==> src/rtl/core/ovl_pkg.sv <==
`timescale 1ns / 1ps
// ----------------------------------------------------------------------------
// ovl_pkg
// Shared constants for the ordered value list: field widths, request and
// status codes, and the default list depth.
// ----------------------------------------------------------------------------
package ovl_pkg;

   localparam int MAX_ENTRIES_DEF = 16;

   localparam int VALUE_W = 32;
   localparam int MODE_W  = 3;
   localparam int STAT_W  = 2;
   localparam int POS_W   = 4;
   localparam int TOTAL_W = 5;

   localparam int REQ_DATA_W = 2 * VALUE_W;
   localparam int RSP_DATA_W = 16;

   localparam logic [MODE_W-1:0] MODE_APPEND = 3'd0;
   localparam logic [MODE_W-1:0] MODE_FIND   = 3'd1;
   localparam logic [MODE_W-1:0] MODE_UPDATE = 3'd2;
   localparam logic [MODE_W-1:0] MODE_ERASE  = 3'd3;
   localparam logic [MODE_W-1:0] MODE_CLEAR  = 3'd4;

   localparam logic [STAT_W-1:0] ST_OK   = 2'd0;
   localparam logic [STAT_W-1:0] ST_MISS = 2'd1;
   localparam logic [STAT_W-1:0] ST_FULL = 2'd2;

endpackage

==> src/rtl/core/ovl_store.sv <==
`timescale 1ns / 1ps
// ----------------------------------------------------------------------------
// ovl_store
// Entry memory: one write port and one read port, read data registered.
// ----------------------------------------------------------------------------
module ovl_store
   import ovl_pkg::*;
#(
   parameter int DEPTH  = MAX_ENTRIES_DEF,
   parameter int ADDR_W = $clog2(MAX_ENTRIES_DEF)
) (
   input  logic               clock,
   input  logic               wr_en,
   input  logic [ADDR_W-1:0]  wr_addr,
   input  logic [VALUE_W-1:0] wr_data,
   input  logic [ADDR_W-1:0]  rd_addr,
   output logic [VALUE_W-1:0] rd_data
);

   logic [VALUE_W-1:0] mem [DEPTH];
   logic [VALUE_W-1:0] rd_data_ff;

   always_ff @(posedge clock) begin
      if (wr_en) begin
         mem[wr_addr] <= wr_data;
      end
   end

   always_ff @(posedge clock) begin
      rd_data_ff <= mem[rd_addr];
   end

   assign rd_data = rd_data_ff;

endmodule

==> src/rtl/core/ordered_value_list_core.sv <==
`timescale 1ns / 1ps
// ----------------------------------------------------------------------------
// ordered_value_list_core
// Bounded ordered list of 32-bit values kept head first in one memory.
// ----------------------------------------------------------------------------
// One request is worked at a time; the next is taken once the result is in
// the output register. Append, clear and unused modes go straight to the
// done state and then load the output register. Find, update and erase scan
// the entry memory from the head, one read per cycle with registered read
// data, until a hit or the tail. Erase then closes up the gap, moving one
// entry per cycle through the same memory. The longest request is an erase
// at the head of a full list. The memory needs no clearing after reset.
module ordered_value_list_core
   import ovl_pkg::*;
#(
   parameter int MAX_ENTRIES = MAX_ENTRIES_DEF
) (
   input  logic                  clock,
   input  logic                  reset,
   input  logic                  req_tvalid,
   output logic                  req_tready,
   input  logic [REQ_DATA_W-1:0] req_tdata,  // value [31:0], replacement [63:32]
   input  logic [MODE_W-1:0]     req_tuser,  // mode [2:0]
   output logic                  rsp_tvalid,
   input  logic                  rsp_tready,
   output logic [RSP_DATA_W-1:0] rsp_tdata,  // position [3:0], entry_total [8:4]
   output logic [STAT_W-1:0]     rsp_tuser   // status [1:0]
);

   localparam int IDX_W = $clog2(MAX_ENTRIES);
   localparam int CNT_W = $clog2(MAX_ENTRIES + 1);

   typedef enum logic [3:0] {
      S_IDLE  = 4'b0001,
      S_SCAN  = 4'b0010,
      S_SHIFT = 4'b0100,
      S_DONE  = 4'b1000
   } state_type;

   state_type          state_ff, state_in;
   logic [CNT_W-1:0]   count_ff, count_in;
   logic [MODE_W-1:0]  mode_ff, mode_in;
   logic [VALUE_W-1:0] key_ff, key_in;
   logic [VALUE_W-1:0] nval_ff, nval_in;
   logic [CNT_W-1:0]   scan_ff, scan_in;
   logic               pend_ff, pend_in;
   logic [IDX_W-1:0]   pend_idx_ff, pend_idx_in;
   logic [STAT_W-1:0]  status_ff, status_in;
   logic [IDX_W-1:0]   pos_ff, pos_in;
   logic               rsp_valid_ff, rsp_valid_in;
   logic [STAT_W-1:0]  rsp_status_ff, rsp_status_in;
   logic [POS_W-1:0]   rsp_pos_ff, rsp_pos_in;
   logic [TOTAL_W-1:0] rsp_total_ff, rsp_total_in;

   logic               wr_en;
   logic [IDX_W-1:0]   wr_addr;
   logic [VALUE_W-1:0] wr_data;
   logic [VALUE_W-1:0] rd_data;

   logic                     req_fire;
   logic                     issue;
   logic                     hit;
   logic                     full;
   logic [CNT_W+IDX_W-1:0]   pend_wide;
   logic [POS_W+IDX_W-1:0]   pos_wide;
   logic [TOTAL_W+CNT_W-1:0] total_wide;

   ovl_store #(
      .DEPTH  (MAX_ENTRIES),
      .ADDR_W (IDX_W)
   ) u_store (
      .clock   (clock),
      .wr_en   (wr_en),
      .wr_addr (wr_addr),
      .wr_data (wr_data),
      .rd_addr (scan_ff[IDX_W-1:0]),
      .rd_data (rd_data)
   );

   assign req_tready = (state_ff == S_IDLE);
   assign req_fire   = req_tvalid && req_tready;
   assign full       = (count_ff == CNT_W'(MAX_ENTRIES));
   assign issue      = (scan_ff < count_ff);
   assign hit        = pend_ff && (rd_data == key_ff);
   assign pend_wide  = {{CNT_W{1'b0}}, pend_idx_ff};
   assign pos_wide   = {{POS_W{1'b0}}, pos_ff};
   assign total_wide = {{TOTAL_W{1'b0}}, count_ff};

   always_comb begin
      state_in      = state_ff;
      count_in      = count_ff;
      mode_in       = mode_ff;
      key_in        = key_ff;
      nval_in       = nval_ff;
      scan_in       = scan_ff;
      pend_in       = pend_ff;
      pend_idx_in   = pend_idx_ff;
      status_in     = status_ff;
      pos_in        = pos_ff;
      rsp_valid_in  = rsp_valid_ff && !rsp_tready;
      rsp_status_in = rsp_status_ff;
      rsp_pos_in    = rsp_pos_ff;
      rsp_total_in  = rsp_total_ff;
      wr_en         = 1'b0;
      wr_addr       = count_ff[IDX_W-1:0];
      wr_data       = req_tdata[VALUE_W-1:0];

      case (state_ff)
         S_IDLE: begin
            if (req_fire) begin
               mode_in  = req_tuser;
               key_in   = req_tdata[VALUE_W-1:0];
               nval_in  = req_tdata[REQ_DATA_W-1:VALUE_W];
               pos_in   = '0;
               state_in = S_DONE;
               case (req_tuser)
                  MODE_APPEND: begin
                     if (full) begin
                        status_in = ST_FULL;
                     end else begin
                        wr_en     = 1'b1;
                        pos_in    = count_ff[IDX_W-1:0];
                        count_in  = count_ff + CNT_W'(1);
                        status_in = ST_OK;
                     end
                  end
                  MODE_FIND, MODE_UPDATE, MODE_ERASE: begin
                     scan_in  = '0;
                     pend_in  = 1'b0;
                     state_in = S_SCAN;
                  end
                  MODE_CLEAR: begin
                     count_in  = '0;
                     status_in = ST_OK;
                  end
                  default: begin
                     status_in = ST_MISS;
                  end
               endcase
            end
         end
         S_SCAN: begin
            if (hit) begin
               status_in = ST_OK;
               pos_in    = pend_idx_ff;
               pend_in   = 1'b0;
               state_in  = S_DONE;
               if (mode_ff == MODE_UPDATE) begin
                  wr_en   = 1'b1;
                  wr_addr = pend_idx_ff;
                  wr_data = nval_ff;
               end else if (mode_ff == MODE_ERASE) begin
                  // start moving entries up from just behind the match
                  scan_in  = pend_wide[CNT_W-1:0] + CNT_W'(1);
                  state_in = S_SHIFT;
               end
            end else if (issue) begin
               pend_in     = 1'b1;
               pend_idx_in = scan_ff[IDX_W-1:0];
               scan_in     = scan_ff + CNT_W'(1);
            end else begin
               status_in = ST_MISS;
               pos_in    = '0;
               pend_in   = 1'b0;
               state_in  = S_DONE;
            end
         end
         S_SHIFT: begin
            if (pend_ff) begin
               wr_en   = 1'b1;
               wr_addr = pend_idx_ff - IDX_W'(1);
               wr_data = rd_data;
            end
            if (issue) begin
               pend_in     = 1'b1;
               pend_idx_in = scan_ff[IDX_W-1:0];
               scan_in     = scan_ff + CNT_W'(1);
            end else begin
               pend_in = 1'b0;
               if (!pend_ff) begin
                  count_in = count_ff - CNT_W'(1);
                  state_in = S_DONE;
               end
            end
         end
         S_DONE: begin
            // load the output word once the previous one is gone
            if (!rsp_valid_ff || rsp_tready) begin
               rsp_valid_in  = 1'b1;
               rsp_status_in = status_ff;
               rsp_pos_in    = pos_wide[POS_W-1:0];
               rsp_total_in  = total_wide[TOTAL_W-1:0];
               state_in      = S_IDLE;
            end
         end
         default: begin
            state_in = S_IDLE;
         end
      endcase
   end

   always_ff @(posedge clock) begin
      if (reset) begin
         state_ff     <= S_IDLE;
         count_ff     <= '0;
         pend_ff      <= 1'b0;
         rsp_valid_ff <= 1'b0;
      end else begin
         state_ff     <= state_in;
         count_ff     <= count_in;
         pend_ff      <= pend_in;
         rsp_valid_ff <= rsp_valid_in;
      end
   end

   always_ff @(posedge clock) begin
      mode_ff       <= mode_in;
      key_ff        <= key_in;
      nval_ff       <= nval_in;
      scan_ff       <= scan_in;
      pend_idx_ff   <= pend_idx_in;
      status_ff     <= status_in;
      pos_ff        <= pos_in;
      rsp_status_ff <= rsp_status_in;
      rsp_pos_ff    <= rsp_pos_in;
      rsp_total_ff  <= rsp_total_in;
   end

   assign rsp_tvalid = rsp_valid_ff;
   assign rsp_tuser  = rsp_status_ff;
   assign rsp_tdata  = {{(RSP_DATA_W-POS_W-TOTAL_W){1'b0}}, rsp_total_ff, rsp_pos_ff};

   a_count_bound: assert property (@(posedge clock) disable iff (reset)
      count_ff <= CNT_W'(MAX_ENTRIES))
      else $error("entry count above list depth");

   a_clear: assert property (@(posedge clock) disable iff (reset)
      (req_fire && req_tuser == MODE_CLEAR) |=> (count_ff == '0))
      else $error("clear left entries behind");

   a_shift_addr: assert property (@(posedge clock) disable iff (reset)
      (state_ff == S_SHIFT && wr_en) |-> ({1'b0, wr_addr} < {1'b0, count_ff}))
      else $error("compaction wrote beyond the list");

   a_status_code: assert property (@(posedge clock) disable iff (reset)
      rsp_tvalid |-> (rsp_tuser == ST_OK || rsp_tuser == ST_MISS || rsp_tuser == ST_FULL))
      else $error("bad status code");

endmodule
==> config.mk <==
export PLATFORM = sky130hd
export DESIGN_NAME = ordered_value_list_core
export DESIGN_NICKNAME = d
export VERILOG_FILES = /design/src/rtl/core/ovl_pkg.sv /design/src/rtl/core/ovl_store.sv /design/src/rtl/core/ordered_value_list_core.sv
export SDC_FILE = /design/constraint.sdc
export NUM_CORES = 1
export LEC_CHECK = 0
export BUFFER_PORTS_ARGS = -buffer_cell sky130_fd_sc_hd__buf_2
export CORE_MARGIN = 10
export CORE_UTILIZATION = 40
export CTS_BUF_LIST = sky130_fd_sc_hd__clkbuf_4 sky130_fd_sc_hd__clkbuf_8 sky130_fd_sc_hd__clkbuf_16
export DETAILED_ROUTE_END_ITERATION = 7
export PLACE_DENSITY = 0.65
export SLEW_MARGIN = 20
export SYNTH_ARGS = -nofsm -noshare
export SYNTH_HDL_FRONTEND = slang
export SYNTH_HIERARCHICAL = 1
export SYNTH_SLANG_ARGS = --single-unit
==> constraint.sdc <==
create_clock -name clock -period 9.75 [get_ports clock]
set_input_delay 1.4625 -clock clock [delete_from_list [all_inputs] [get_ports clock]]
set_output_delay 1.4625 -clock clock [all_outputs]
set_load 0.05 [all_outputs]
=== Word-level counts from Yosys, hierarchy flattened ===
Memory sizes are Yosys's and may differ from the RTL's. A register that Yosys moved wholly into a read port is not among the register bits.
Index checks and enable logic that the tools add are counted.

* Bits in registers: 104
* Output and inout bits: 20
* Memories kept: 1
* Memory bits (writable): 512
* Word-level logic and storage cells: 128
* Input port bits: 71

{| class="wikitable"
|+ Memory list
! memory !! words !! bits a word !! rd ports !! clocked after memory_dff !! write ports !! RTL line !! text
|-
| u_store.mem || 16 || 32 || 1 || 1 || 1 || ovl_store.sv:20 || <nowiki>logic [VALUE_W-1:0] mem [DEPTH];</nowiki>
|}

* Reductions and logical operators: 21
* Equal/unequal tests: 24
* $lt $le $gt $ge: 1
* Add/sub/neg operators: 5
* Mux-type cells: 62

{| class="wikitable"
|+ Operator list
! kind !! count
|-
| 32-bit two-way mux || 3
|-
| 4-bit two-way mux || 19
|-
| 32-bit one-hot mux with 2 select lines || 1
|-
| 5-bit two-way mux || 10
|-
| 32-bit == test || 1
|-
| 4-bit one-hot mux with 2 select lines || 3
|-
| 5-bit one-hot mux with 2 select lines || 2
|-
| 4-bit one-hot mux with 4 select lines || 1
|-
| 5-bit one-hot mux with 3 select lines || 1
|-
| 1-bit two-way mux || 14
|-
| 3-bit by 2-bit == test with 1-bit output, second input constant || 4
|-
| 3-bit inequality test, second input constant || 4
|-
| 5-bit by 1-bit adder with 5-bit output, second input constant || 2
|-
| 2-bit inequality test, second input constant || 5
|-
| 5-bit AND reduction || 2
|-
| 2-bit two-way mux || 4
|-
| 1-bit one-hot mux with 3 select lines || 2
|-
| 2-bit one-hot mux with 3 select lines || 1
|-
| 2-bit AND reduction || 3
|-
| 3-bit AND reduction || 2
|-
| 6-bit AND reduction || 1
|-
| 2-bit nonzero test || 3
|-
| 4-bit by 1-bit adder with 5-bit output, second input constant || 1
|-
| 5-bit == test, second input constant || 1
|-
| 19 further kinds || 23
|}

=== Logic depth before layout (Yosys ltp) ===
Gate-level depths: netlist (run 1).

* Depth in word-level cells: 7
* Depth in mapped cells: 11
* Depth with buffers taken out: 8

=== Cells and area by module ===
The synthesis (run 1) kept the hierarchy.

{| class="wikitable"
|+ By module, submodules not included
! module !! times used !! area each (µm²) !! sequential area each (µm²) !! cells an instance
|-
| ovl_store || 1 || 19835.3 || 16015.4 || 838
|-
| ordered_value_list_core || 1 || 5637.9 || 3012.9 || 511
|}

=== Worst setup path after synthesis (run 1) ===
No wires, ideal clock.

* Path type: register to register
* Start point: register state_ff[0]
* End point: memory u_store.mem[0][0], enable pin
* Path buffers: 1
* Data required time: 9289 ps
* Data arrival time: 7200 ps
* Stages on the path, launching flop included: 9
* Path slack: 2089 ps
* Setup time: 461 ps
* Period minus slack after synthesis: 7661 ps
* Cells stage by stage: dfxtp_1 > clkbuf_1 > nor4b_1 > nand2_1 > inv_1 > nand3_1 > nand3_1 > or3b_2 > nor3_1

* Cells in the longest elaborated chain, start to end: 6
* Elaborated cells on any way between the ends: 9
* Those cells by class: eq/ne (3); mux (5); reduce/logical (1)

{| class="wikitable"
|+ Ends and longest elaborated chain
! element !! RTL line !! text
|-
| from (decl) || ordered_value_list_core.sv:40 || <nowiki>state_type state_ff, state_in;</nowiki>
|-
| from (signal assigned) || ordered_value_list_core.sv:209 || <nowiki>state_ff <= state_in;</nowiki>
|-
| 4-bit by 1-bit == test with 1-bit output * || ordered_value_list_core.sv:80 || <nowiki>assign req_tready = (state_ff == S_IDLE);</nowiki>
|-
| via req_tready || ordered_value_list_core.sv:21 || <nowiki>output logic req_tready,</nowiki>
|-
| 1-bit logical AND || ordered_value_list_core.sv:81 || <nowiki>assign req_fire = req_tvalid && req_tready;</nowiki>
|-
| 1-bit two-way mux || ordered_value_list_core.sv:110 || <nowiki>if (req_fire) begin</nowiki>
|-
| 1-bit one-hot mux with 3 select lines * || ordered_value_list_core.sv:108 || <nowiki>case (state_ff)</nowiki>
|-
| via wr_en || ordered_value_list_core.sv:55 || <nowiki>logic wr_en;</nowiki>
|-
| 1-bit two-way mux * || ovl_store.sv:24 || <nowiki>if (wr_en) begin</nowiki>
|-
| 1-bit two-way mux (implied by the code) * || ovl_store.sv:25 || <nowiki>mem[wr_addr] <= wr_data;</nowiki>
|-
| to (decl) || ovl_store.sv:20 ||
|}

Mark *: on every way through the listed nets, which the timed path passes. The rest lies on a longest branch.

=== Worst setup path after layout (run 1) ===
* Start point: register state_ff[1]
* End point: memory u_store.mem[1][18], enable pin

* Elaborated cells on any way between the ends: 9
* Those cells by class: eq/ne (3); mux (5); reduce/logical (1)

{| class="wikitable"
|+ RTL lines
! element !! RTL line !! text
|-
| 4-bit by 3-bit == test with 1-bit output or 4-bit by 2-bit == test with 1-bit output (tied branches) || ordered_value_list_core.sv:108 ||
|-
| 4-bit one-hot mux with 2 select lines * || ordered_value_list_core.sv:108 ||
|-
| via wr_addr[2] || ordered_value_list_core.sv:56 || <nowiki>logic [IDX_W-1:0] wr_addr;</nowiki>
|}

Marks and branches as above.

==> results of run 1 <==
-- cell type report --
| class | count | share of cell area |
|---|---|---|
| Clock buffer | 92 | 0.0667 |
| Sequential cell | 648 | 0.645 |
| Timing Repair Buffer | 117 | 0.0274 |
| Tap cell | 846 | 0.0359 |
| Clock inverter | 31 | 0.0136 |
| Inverter | 15 | 0.00195 |
| Multi-Input combinational cell | 617 | 0.210 |
-- cells in the final DEF (no fill, tap or decap), types with 4 or more instances in the layout --
master / instances
edfxtp_1: 605
mux4_2: 128
a22oi_1: 96
nand2_1: 86
buf_2: 83
clkbuf_16: 69
dfxtp_1: 43
and2_1: 34
mux2i_1: 34
buf_4: 26
xnor2_1: 24
nand2b_1: 21
nand3_1: 18
a21oi_1: 18
o21ai_0: 16
inv_1: 14
nor2_4: 14
nor2_1: 14
nand4_1: 13
clkinv_2: 12
clkbuf_4: 12
clkbuf_8: 11
ha_1: 10
bufinv_16: 8
xor2_1: 7
conb_1: 7
nor3_1: 5
clkinv_1: 5
buf_16: 5
o2111ai_1: 4
nor4_1: 4
o211ai_1: 4
and3_1: 4
o31ai_1: 4
nand3b_1: 4
nor3_2: 4
-- how the worst max path moves through the flow --
stage                      from                 end  slack, ns  cells past startpoint
floorplan           state_ff[0]   u_store/mem[0][0]       2.09                      8
global placement    state_ff[1]  u_store/mem[2][16]       5.04                      8
detailed placement  state_ff[1]  u_store/mem[2][11]       4.85                      8
CTS                 state_ff[1]   u_store/mem[2][0]       4.83                      8
global route        state_ff[1]   u_store/mem[1][0]       4.83                     10
finish              state_ff[1]  u_store/mem[1][18]       5.05                     10
-- sequential cells by signal, indices dropped and copies added, names as in the netlist, 3 cells and up --
register	flops
mode_ff	3
count_ff	5
state_ff	4
pos_ff	4
scan_ff	5
key_ff	32
nval_ff	32
rsp_pos_ff	4
u_store/rd_data	32
pend_idx_ff	4
rsp_total_ff	5
u_store/mem	512
-- metrics by stage --
step	util	total power, W
after detailed placement	0.429	0.00351
after floorplan	-	0.00339
after global placement	0.428	0.00351
after CTS	0.466	0.00619
final	0.468	0.00614
after global routing	0.468	0.00633
-- per-layer routing --
| metal | share of wire | vias to the layer above | GRT usage |
|---|---|---|---|
| li1 | - | 5697 | - |
| met1 | 0.43 | 6938 | 0.221 |
| met2 | 0.46 | 558 | 0.240 |
| met3 | 0.084 | 90 | 0.0376 |
| met4 | 0.025 | 0 | 0.0504 |
| met5 | 0 | - | 0 |
-- kinds of logic (layout without fill, tap and decap cells) --
kind of cell | after synthesis | count (layout) | synth area share
xor gates and xnor gates | 31 | 31 | 0.0107
buffers and inverters | 90 | 255 | 0.0164
adders and majority gates | 10 | 10 | 0.00491
DFF | 648 | 648 | 0.747
other | 1 | 7 | 0.000147
muxes | 163 | 163 | 0.127
and+or+nand+nor | 244 | 244 | 0.0493
AOI/OAI and AO/OA | 162 | 162 | 0.0447
-- power by group through the flow --
stage	sequential, W	combinational [W]	clock, W
after floorplan	0.00319	0.000207	0
after global placement	0.00320	0.000306	0
after detailed placement	0.00320	0.000313	0
after CTS	0.00314	0.000315	0.00273
after global routing	0.00315	0.000342	0.00284
final	0.00314	0.000316	0.00268
==> out/results.txt, run 1 <==
outcome - finished clean
Static Leak - 9.77 nW
Top Ports - 91
Least-Margin Pin Slew - 1.12 ns
max cap viols - 0
Relative slew margins - 0.255
Initial DRT Pass Iterations - 5
synth warn - 6
final wirelength - 58.8 mm
async set-reset flop share out of synthesis - 0
Initial DRC Count - 1,479
register area - 19,000 µm²
CTS Sinks - 648
tightest hold margin - 0.428 ns
row count - 92
CP most frequent cell - or4b_1
Seq cells post-synth - 648
share of the synthesized area in the top cell type - 0.713
initial antenna violation count - 0
Setup-failing EPs final - 0
area of the multi-input gates - 6200 µm²
setup TNS - 0 ns
crit path launch type - register
n_diodes - 0
Routed wire per std cell - 24.8 µm
placed inst area - 27,000 µm²
Reg clk slew, reported paths - 0.06 ns
maximum root-to-sink buffer count - 3
sequential share of the synthesized area - 0.747
Internal Power - 0.00485 W
sw frac - 0.210
DP HPWL - 34.5 mm
ANT nets after route - 0
Post-Place Cells - 2,239
Final Critical Period - 4.70 ns
critical path peak fanout - 17
max-slew violation count - 0
class of the worst hold path - reg -> reg
total global routing overflow - 0
Layout Nets - 1,547
Die Ht - 272 µm
Port-buffer cells - 83
synth unique cells - 53
TritonCTS clock tree - yes
Register-to-Register Path Depth - 10
Crit. End Element - register
NetSw - 0.00129 W
R2R Setup Slk - 5.05 ns
H-tree Lvls - 3
Die Area - 74,200 µm²
worst r2r src - state_ff[1]
Post-synth EDFFs - 605
CP cell instances - or4b_1 > or4b_1 > nor4_2 > nand4_1 > buf_4 > nand3_1 > o211ai_1 > or3b_2 > nor2_4 > buf_16
GP Congestion - 0.848
Final Instance Area - 29,500 µm²
width of the die - 272 µm
DP Worst Slack - 4.85 ns
critical path arrival - 5.00 ns
slowest CP cell - or4b_1
Skew-Pair Late Insertion Delay - 0.61 ns
root buf cell - clkbuf_16
hold_buf cts - 0
Commonest cells post-synth - edfxtp_1 (605), mux4_2 (128), a22oi_1 (96)
Setup Skew - 0.0249 ns
delay-heaviest family, CP - simple AND/OR/NAND/NOR gates
worst endpoint required time - 10.05 ns
first-pass GRT wire length - 88.0 mm
Gate power share - 0.051
DR vias/cell - 5.61
ratio of cells with drive above 1 in the final layout - 0.258
CP bufs+invs - 2
most instantiated library cell after synthesis - edfxtp_1
cell count after synthesis - 1,349
final non-filler cell total - 2,366
period utilization - 0.482
Pwr Density - 208 nW/µm²
DRC viols - 0
dominant synthesized flop cell - edfxtp_1
Setup WS post-layout - 5.05 ns
f_max - 213 MHz
synthesized area - 25,500 µm²
initial core utilization - 0.404
Filler Cell Count - 5,280
Peak VDD IR - 0.152 mV
Hold Crit Endpoint - rsp_pos_ff[0]
vias in the first global route - 13,500
number of gates resized after CTS - 0
largest net degree at the start of global routing - 87
Vias - 13,300
area leader, netlist - edfxtp_1
unrepaired setup endpoints after global routing - no
min-delay src - pos_ff[0]
Reg-to-Reg End - u_store/mem[1][18]
final hold vios - 0
Clock Power Share - 0.437
worst hold path depth - 0
CORE AREA - 63,100 µm²
cts bufs inserted - 67
Total GRT Usage - 0.158
Synth Area per Inst - 18.9 µm²
crit path kind - reg -> reg
largest cells by area after synthesis - edfxtp_1 (71%), mux4_2 (11%), dfxtp_1 (3.4%), a22oi_1 (2.8%), mux2i_1 (1.3%)
Area Growth Syn to Fin - 15.9%
CP max stage delay - 0.64 ns
postcts setup bufs - 0
sequential share of power - 0.512
(Power assumes the default switching activity.)
==> inputs of run 2 (changes only) <==
==> constraint.sdc (replaced) <==
create_clock -name clock -period 4.9 [get_ports clock]
set_input_delay 0.735 -clock clock [delete_from_list [all_inputs] [get_ports clock]]
set_output_delay 0.735 -clock clock [all_outputs]
set_load 0.05 [all_outputs]
==> run 2 against run 1 <==
Wire length up 8.8%; sequential power increased by 99%; clock-buffer cell count up 1; power up 96%; cell count up 0.34%; worst hold slack got worse by 0.14 ns; critical endpoint is now u_store/mem[8][11]; largest cell class unchanged; highest routed layer is now met5.
==> out/results.txt, run 2 (synthesized netlist as in run 1, its figures left out) <==
outcome - finished clean
TritonCTS clock tree - yes
Area Growth Syn to Fin - 15.4%
Relative slew margins - 0.224 (-0.0310)
crit path kind - reg -> reg
f_max - 213 MHz (about the same)
Register-to-Register Path Depth - 8 (-2)
Die Ht - 272 µm (unchanged)
worst endpoint required time - 5.14 ns (-4.91 ns)
Vias - 13,600 (+2.1%)
number of gates resized after CTS - 0 (unchanged)
max-slew violation count - 0 (unchanged)
period utilization - 0.960 (+0.478)
initial antenna violation count - 1 (+1)
Final Critical Period - 4.70 ns (+0.00288 ns)
DRC viols - 0 (unchanged)
width of the die - 272 µm (unchanged)
DP HPWL - 39.8 mm (+16%)
DP Worst Slack - 0.372 ns (-4.47 ns)
row count - 92 (unchanged)
Layout Nets - 1,553 (+0.39%)
Port-buffer cells - 83 (unchanged)
Internal Power - 0.00939 W (+93%)
Setup WS post-layout - 0.197 ns (-4.85 ns)
Setup-failing EPs final - 0 (unchanged)
ANT nets after route - 0 (unchanged)
Peak VDD IR - 0.207 mV (+36%)
critical path peak fanout - 32 (+15)
maximum root-to-sink buffer count - 3 (unchanged)
largest net degree at the start of global routing - 69 (-21%)
first-pass GRT wire length - 93.2 mm (+6.0%)
register area - 19,000 µm² (unchanged)
CP most frequent cell - or4b_1
Pwr Density - 410 nW/µm² (+97%)
crit path launch type - register
final wirelength - 63.9 mm (+8.8%)
Final Util - 0.466 (-0.00206)
Filler Cell Count - 5,312 (+0.61%)
total global routing overflow - 0 (unchanged)
slowest CP cell - or4b_1
initial core utilization - 0.404 (unchanged)
worst hold path depth - 1 (+1)
Gate power share - 0.057 (+0.006)
CTS Sinks - 648 (unchanged)
Reg clk slew, reported paths - 0.06 ns (about the same)
cts bufs inserted - 68 (+1.5%)
postcts setup bufs - 0 (unchanged)
Top Ports - 91 (unchanged)
commonest non-fill, non-tap cell in the layout - edfxtp_1
CP cell instances - or4b_1 > or4b_1 > nor4_2 > nand4_1 > o211ai_1 > nand3b_1 > nor3_4 > buf_4
H-tree Lvls - 3 (unchanged)
CP bufs+invs - 1 (-1)
sw frac - 0.222 (+0.0117)
Die Area - 74,200 µm² (unchanged)
NetSw - 0.00267 W (+110%)
Total Power - 0.0121 W (+96%)
Routed wire per std cell - 26.9 µm (+8.4%)
class of the worst hold path - in -> reg
critical path arrival - 4.94 ns (-0.06 ns)
ratio of cells with drive above 1 in the final layout - 0.263 (+0.00488)
Setup Skew - 0.0323 ns (+0.00740 ns)
vias in the first global route - 13,400 (-0.33%)
Total GRT Usage - 0.171 (+0.0135)
Clock Power Share - 0.425 (-0.012)
DR vias/cell - 5.72 (+1.8%)
CORE AREA - 63,100 µm² (unchanged)
Initial DRC Count - 1,855 (+25%)
max reg flops - 512 (unchanged)
root buf cell - clkbuf_16
sequential share of power - 0.518 (+0.006)
Crit. End Element - register
CP max stage delay - 0.65 ns (about the same)
Static Leak - 9.70 nW (-0.71%)
commonest non-fill, non-tap cells in the layout - edfxtp_1 (605), mux4_2 (128), a22oi_1 (96), nand2_1 (86), buf_2 (83)
Final Instance Area - 29,400 µm² (-0.44%)
Least-Margin Pin Slew - 1.16 ns (+0.0440 ns)
Biggest register - u_store/mem
placed inst area - 27,100 µm² (+0.20%)
GP Congestion - 0.852 (+0.50%)
max cap viols - 0 (unchanged)
unrepaired setup endpoints after global routing - no
Skew-Pair Late Insertion Delay - 0.63 ns (+0.02 ns)
tightest hold margin - 0.291 ns (-0.137 ns)
Initial DRT Pass Iterations - 5 (unchanged)
logic depth of the worst path, buffers included - 8 (-2)
delay-heaviest family, CP - simple AND/OR/NAND/NOR gates
hold_buf cts - 0 (unchanged)
area of the multi-input gates - 6230 µm² (+0.52%)
final hold vios - 0 (unchanged)
## run 2: final cells by class
class,count,area share
Antenna cell,2,0.000170
Clock buffer,93,0.0664
Inverter,15,0.00204
Multi-Input combinational cell,617,0.212
Clock inverter,31,0.0106
Tap cell,846,0.0360
Sequential cell,648,0.647
Timing Repair Buffer,122,0.0254
## run 2: worst paths after layout
kind	startpoint	end	slack, ns
hold / removal	req_tdata[54]	nval_ff[22]	0.29
setup / recovery	state_ff[1]	u_store/mem[8][11]	0.20
hold reg to reg	status_ff[0]	rsp_tuser[0]	0.42
setup reg to reg	state_ff[1]	u_store/mem[8][11]	0.20
## run 2: power groups by stage
stage | logic, W | registers, W | clock network [W]
after detailed placement | 0.000678 | 0.00637 | 0
after global placement | 0.000668 | 0.00636 | 0
after global routing | 0.000734 | 0.00626 | 0.00543
after floorplan | 0.000415 | 0.00634 | 0
after CTS | 0.000681 | 0.00625 | 0.00521
final | 0.000685 | 0.00625 | 0.00513
## run 2: per-stage QoR
stage	instances	setup TNS [ns]
finish	2374	0
global route	2372	0
CTS	2371	0
detailed placement	2247	0
global placement	2247	0
floorplan	1355	-48.18
## run 2: metal layers
layer  vias to the layer above  GRT usage  part of all wire
li1                       5724          -                 -
met4                         2     0.0520             0.023
met1                      7021      0.249              0.43
met5                         -          0           0.00027
met3                        87     0.0696              0.14
met2                       734      0.230              0.42
## run 2: worst reg2reg max path, delay by kind of cell (launching register included)
family                 cells  cell delay [ns]
DFF                        1             0.52
AOI/OAI and AO/OA          1             0.53
and+or+nand+nor            6             2.73
buffers and inverters      1             0.49
==> inputs of run 3 (changes only) <==
--- a/config.mk
+++ b/config.mk
@@ -5,12 +5,13 @@
 export SDC_FILE = /design/constraint.sdc
 export NUM_CORES = 1
 export LEC_CHECK = 0
+export ABC_AREA = 1
 export BUFFER_PORTS_ARGS = -buffer_cell sky130_fd_sc_hd__buf_2
 export CORE_MARGIN = 10
 export CORE_UTILIZATION = 40
 export CTS_BUF_LIST = sky130_fd_sc_hd__clkbuf_4 sky130_fd_sc_hd__clkbuf_8 sky130_fd_sc_hd__clkbuf_16
 export DETAILED_ROUTE_END_ITERATION = 7
-export PLACE_DENSITY = 0.65
+export PLACE_DENSITY = 0.64
 export SLEW_MARGIN = 20
 export SYNTH_ARGS = -nofsm -noshare
 export SYNTH_HDL_FRONTEND = slang
==> run 3 against run 2 <==
First-iteration DRC count rose by 15%; critical path depth rose by 3; sequential share of layout area fell by 6.4 points; power rose by 46%; die area rose by 13%; sequential power rose by 12%; final area rose by 11%; wire length rose by 18%; register-to-register slack improved by 0.77 ns; critical path type unchanged; largest cell class unchanged; largest power group unchanged.
==> out/results.txt, run 3 <==
postcts setup bufs - 0 (unchanged)
maximum root-to-sink buffer count - 3 (unchanged)
ratio of cells with drive above 1 in the final layout - 0.0949 (-0.168)
row count - 98 (+6.5%)
CP most frequent cell - nor2_1
commonest non-fill, non-tap cell in the layout - nand2_1
Crit. End Element - register
Die Ht - 290 µm (+6.3%)
R2R Setup Slk - 0.97 ns (+0.77 ns)
DRC viols - 0 (unchanged)
final hold vios - 0 (unchanged)
xor and xnor fraction of the mapped netlist area - 0.00663 (-0.00403)
Routed wire per std cell - 18.8 µm (-30%)
setup TNS - 0 ns (unchanged)
Gate power share - 0.317 (+0.260)
cts bufs inserted - 67 (-1.5%)
H-tree Lvls - 3 (unchanged)
DP HPWL - 47.4 mm (+19%)
Vias - 20,100 (+48%)
worst endpoint required time - 5.12 ns (-0.02 ns)
first-pass GRT wire length - 115 mm (+24%)
Top Ports - 91 (unchanged)
NetSw - 0.00653 W (+140%)
largest cells by area after synthesis - edfxtp_1 (62%), nand2_1 (12%), nand3_1 (7.1%), inv_1 (6.5%), dfxtp_1 (3.0%)
Total GRT Usage - 0.178 (+0.00677)
unrepaired setup endpoints after global routing - no
Static Leak - 13.8 nW (+42%)
Final Critical Period - 3.93 ns (-0.775 ns)
largest net degree at the start of global routing - 165 (+140%)
Area Growth Syn to Fin - 12.2%
Initial DRT Pass Iterations - 6 (+1)
Setup Skew - 0.0230 ns (-0.00932 ns)
placed inst area - 30,400 µm² (+12%)
width of the die - 290 µm (+6.3%)
root buf cell - clkbuf_16
ANT nets after route - 0 (unchanged)
share of the synthesized area in the top cell type - 0.625 (-0.0885)
area leader, netlist - edfxtp_1
outcome - finished clean
Post-synth EDFFs - 605 (unchanged)
Biggest register - u_store/mem
combinational family with the most area after synthesis - simple AND/OR/NAND/NOR gates
number of gates resized after CTS - 0 (unchanged)
Least-Margin Pin Slew - 1.14 ns (-0.0195 ns)
vias in the first global route - 19,300 (+44%)
crit path launch type - register
Die Area - 83,900 µm² (+13%)
Synth Area per Inst - 9.91 µm² (-47%)
Reg clk slew, reported paths - 0.06 ns (about the same)
f_max - 255 MHz (+20%)
synth unique cells - 40 (-25%)
max-slew violation count - 0 (unchanged)
final non-filler cell total - 3,996 (+68%)
worst r2r src - key_ff[24]
Internal Power - 0.0111 W (+18%)
sequential share of the synthesized area - 0.654 (-0.0927)
Skew-Pair Late Insertion Delay - 0.62 ns (about the same)
total global routing overflow - 0 (unchanged)
sequential share of power - 0.396 (-0.122)
Layout Nets - 3,077 (+98%)
CP cell instances - xnor2_1 > inv_1 > nor2_1 > nand2_1 > nor2_1 > nand3_2 > inv_2 > nand2_4 > o211ai_1 > nand3_1 > nor2_4
worst hold path depth - 1 (unchanged)
Commonest cells post-synth - nand2_1 (919), edfxtp_1 (605), inv_1 (504)
Port-buffer cells - 83 (unchanged)
cell count after synthesis - 2,933 (+120%)
Peak VDD IR - 0.514 mV (+150%)
commonest non-fill, non-tap cells in the layout - nand2_1 (919), edfxtp_1 (605), inv_1 (503), nand3_1 (414), buf_2 (83)
initial antenna violation count - 1 (unchanged)
Post-Place Cells - 3,876 (+72%)
class of the worst hold path - in -> reg
max reg flops - 512 (unchanged)
Final Instance Area - 32,600 µm² (+11%)
period utilization - 0.802 (-0.158)
adder-cell share of the synthesized area - 0.00430 (-0.000609)
hold_buf cts - 0 (unchanged)
critical path arrival - 4.15 ns (-0.79 ns)
tightest hold margin - 0.290 ns (-0.00111 ns)
Pwr Density - 540 nW/µm² (+32%)
initial core utilization - 0.405 (+0.00159)
min-delay src - req_tdata[33]
CTS Sinks - 648 (unchanged)
Clock Power Share - 0.288 (-0.137)
synthesized area - 29,100 µm² (+14%)
post-synthesis mux area share - 0 (-0.127)
Post-Synth Simple-Gate Area - 0.208 (+0.158)
Relative slew margins - 0.239 (+0.0147)
sw frac - 0.370 (+0.149)
TritonCTS clock tree - yes
synth warn - 6 (unchanged)
Critical Path Source - key_ff[24]
n_diodes - 0 (-2)
crit path kind - reg -> reg
Register-to-Register Path Depth - 11 (+3)
Initial DRC Count - 2,132 (+15%)
max cap viols - 0 (unchanged)
Setup-failing EPs final - 0 (unchanged)
async set-reset flop share out of synthesis - 0 (unchanged)
critical path peak fanout - 42 (+31%)
most instantiated library cell after synthesis - nand2_1
compound-cell area share of the yosys netlist - 0.0296 (-0.0151)
Seq cells post-synth - 648 (unchanged)
CP max stage delay - 0.97 ns (+0.32 ns)
DR vias/cell - 5.02 (-12%)
GP Congestion - 0.841 (-1.3%)
CORE AREA - 71,700 µm² (+14%)
slowest CP cell - nor2_4
dominant synthesized flop cell - edfxtp_1
Total Power - 0.0176 W (+46%)
final wirelength - 75.2 mm (+18%)
[run 3: critical path: cells and delay by family (launching register included)]
| family | cells | cell delay [ns] |
|---|---|---|
| AO/OA/AOI/OAI | 1 | 0.50 |
| buffers and inverters | 2 | 0.17 |
| flip-flops | 1 | 0.39 |
| XOR/XNOR | 1 | 0.20 |
| AND/OR/NAND/NOR | 7 | 2.24 |
[run 3: layer usage]
layer	vias up	track usage	wire, µm
met5	-	0	13
met1	9567	0.239	32000
met2	807	0.287	34900
li1	9575	-	-
met3	128	0.0330	6310
met4	2	0.0611	1970
[run 3: cell type report]
cell class	instances	area, µm²
Multi-Input combinational cell	1640	7460
Timing Repair Buffer	129	856
Sequential cell	648	19000
Clock buffer	80	1810
Tap cell	950	1190
Fill cell	6625	39100
Inverter	510	1920
Clock inverter	39	360
[run 3: kinds of logic after synthesis]
kind of cell,after synthesis
simple gates,1453
buf+inv,651
flops,648
compound gates,148
xor+xnor,22
fa+ha+maj,10
other cells,1
[run 3: power groups by stage]
stage               Combinational, W  Sequential, W  Clock (W)
finish                       0.00558        0.00697    0.00507
detailed placement           0.00553        0.00709          0
global placement             0.00552        0.00707          0
global route                 0.00612        0.00702    0.00536
floorplan                    0.00381        0.00706          0
CTS                          0.00555        0.00697    0.00515
[run 3: path summary, 6_finish.rpt]
check / end
setup reg to reg: u_store/mem[9][29]
setup / recovery: u_store/mem[9][29]
hold / removal: nval_ff[1]
hold reg to reg: rsp_tuser[0]
[run 3: through the flow]
| step | setup WS, ns | utilization |
|---|---|---|
| after floorplan | 0.264 | - |
| after global placement | 1.07 | 0.424 |
| after detailed placement | 0.982 | 0.424 |
| after CTS | 0.970 | 0.454 |
| after global routing | 0.724 | 0.455 |
| final | 0.972 | 0.455 |
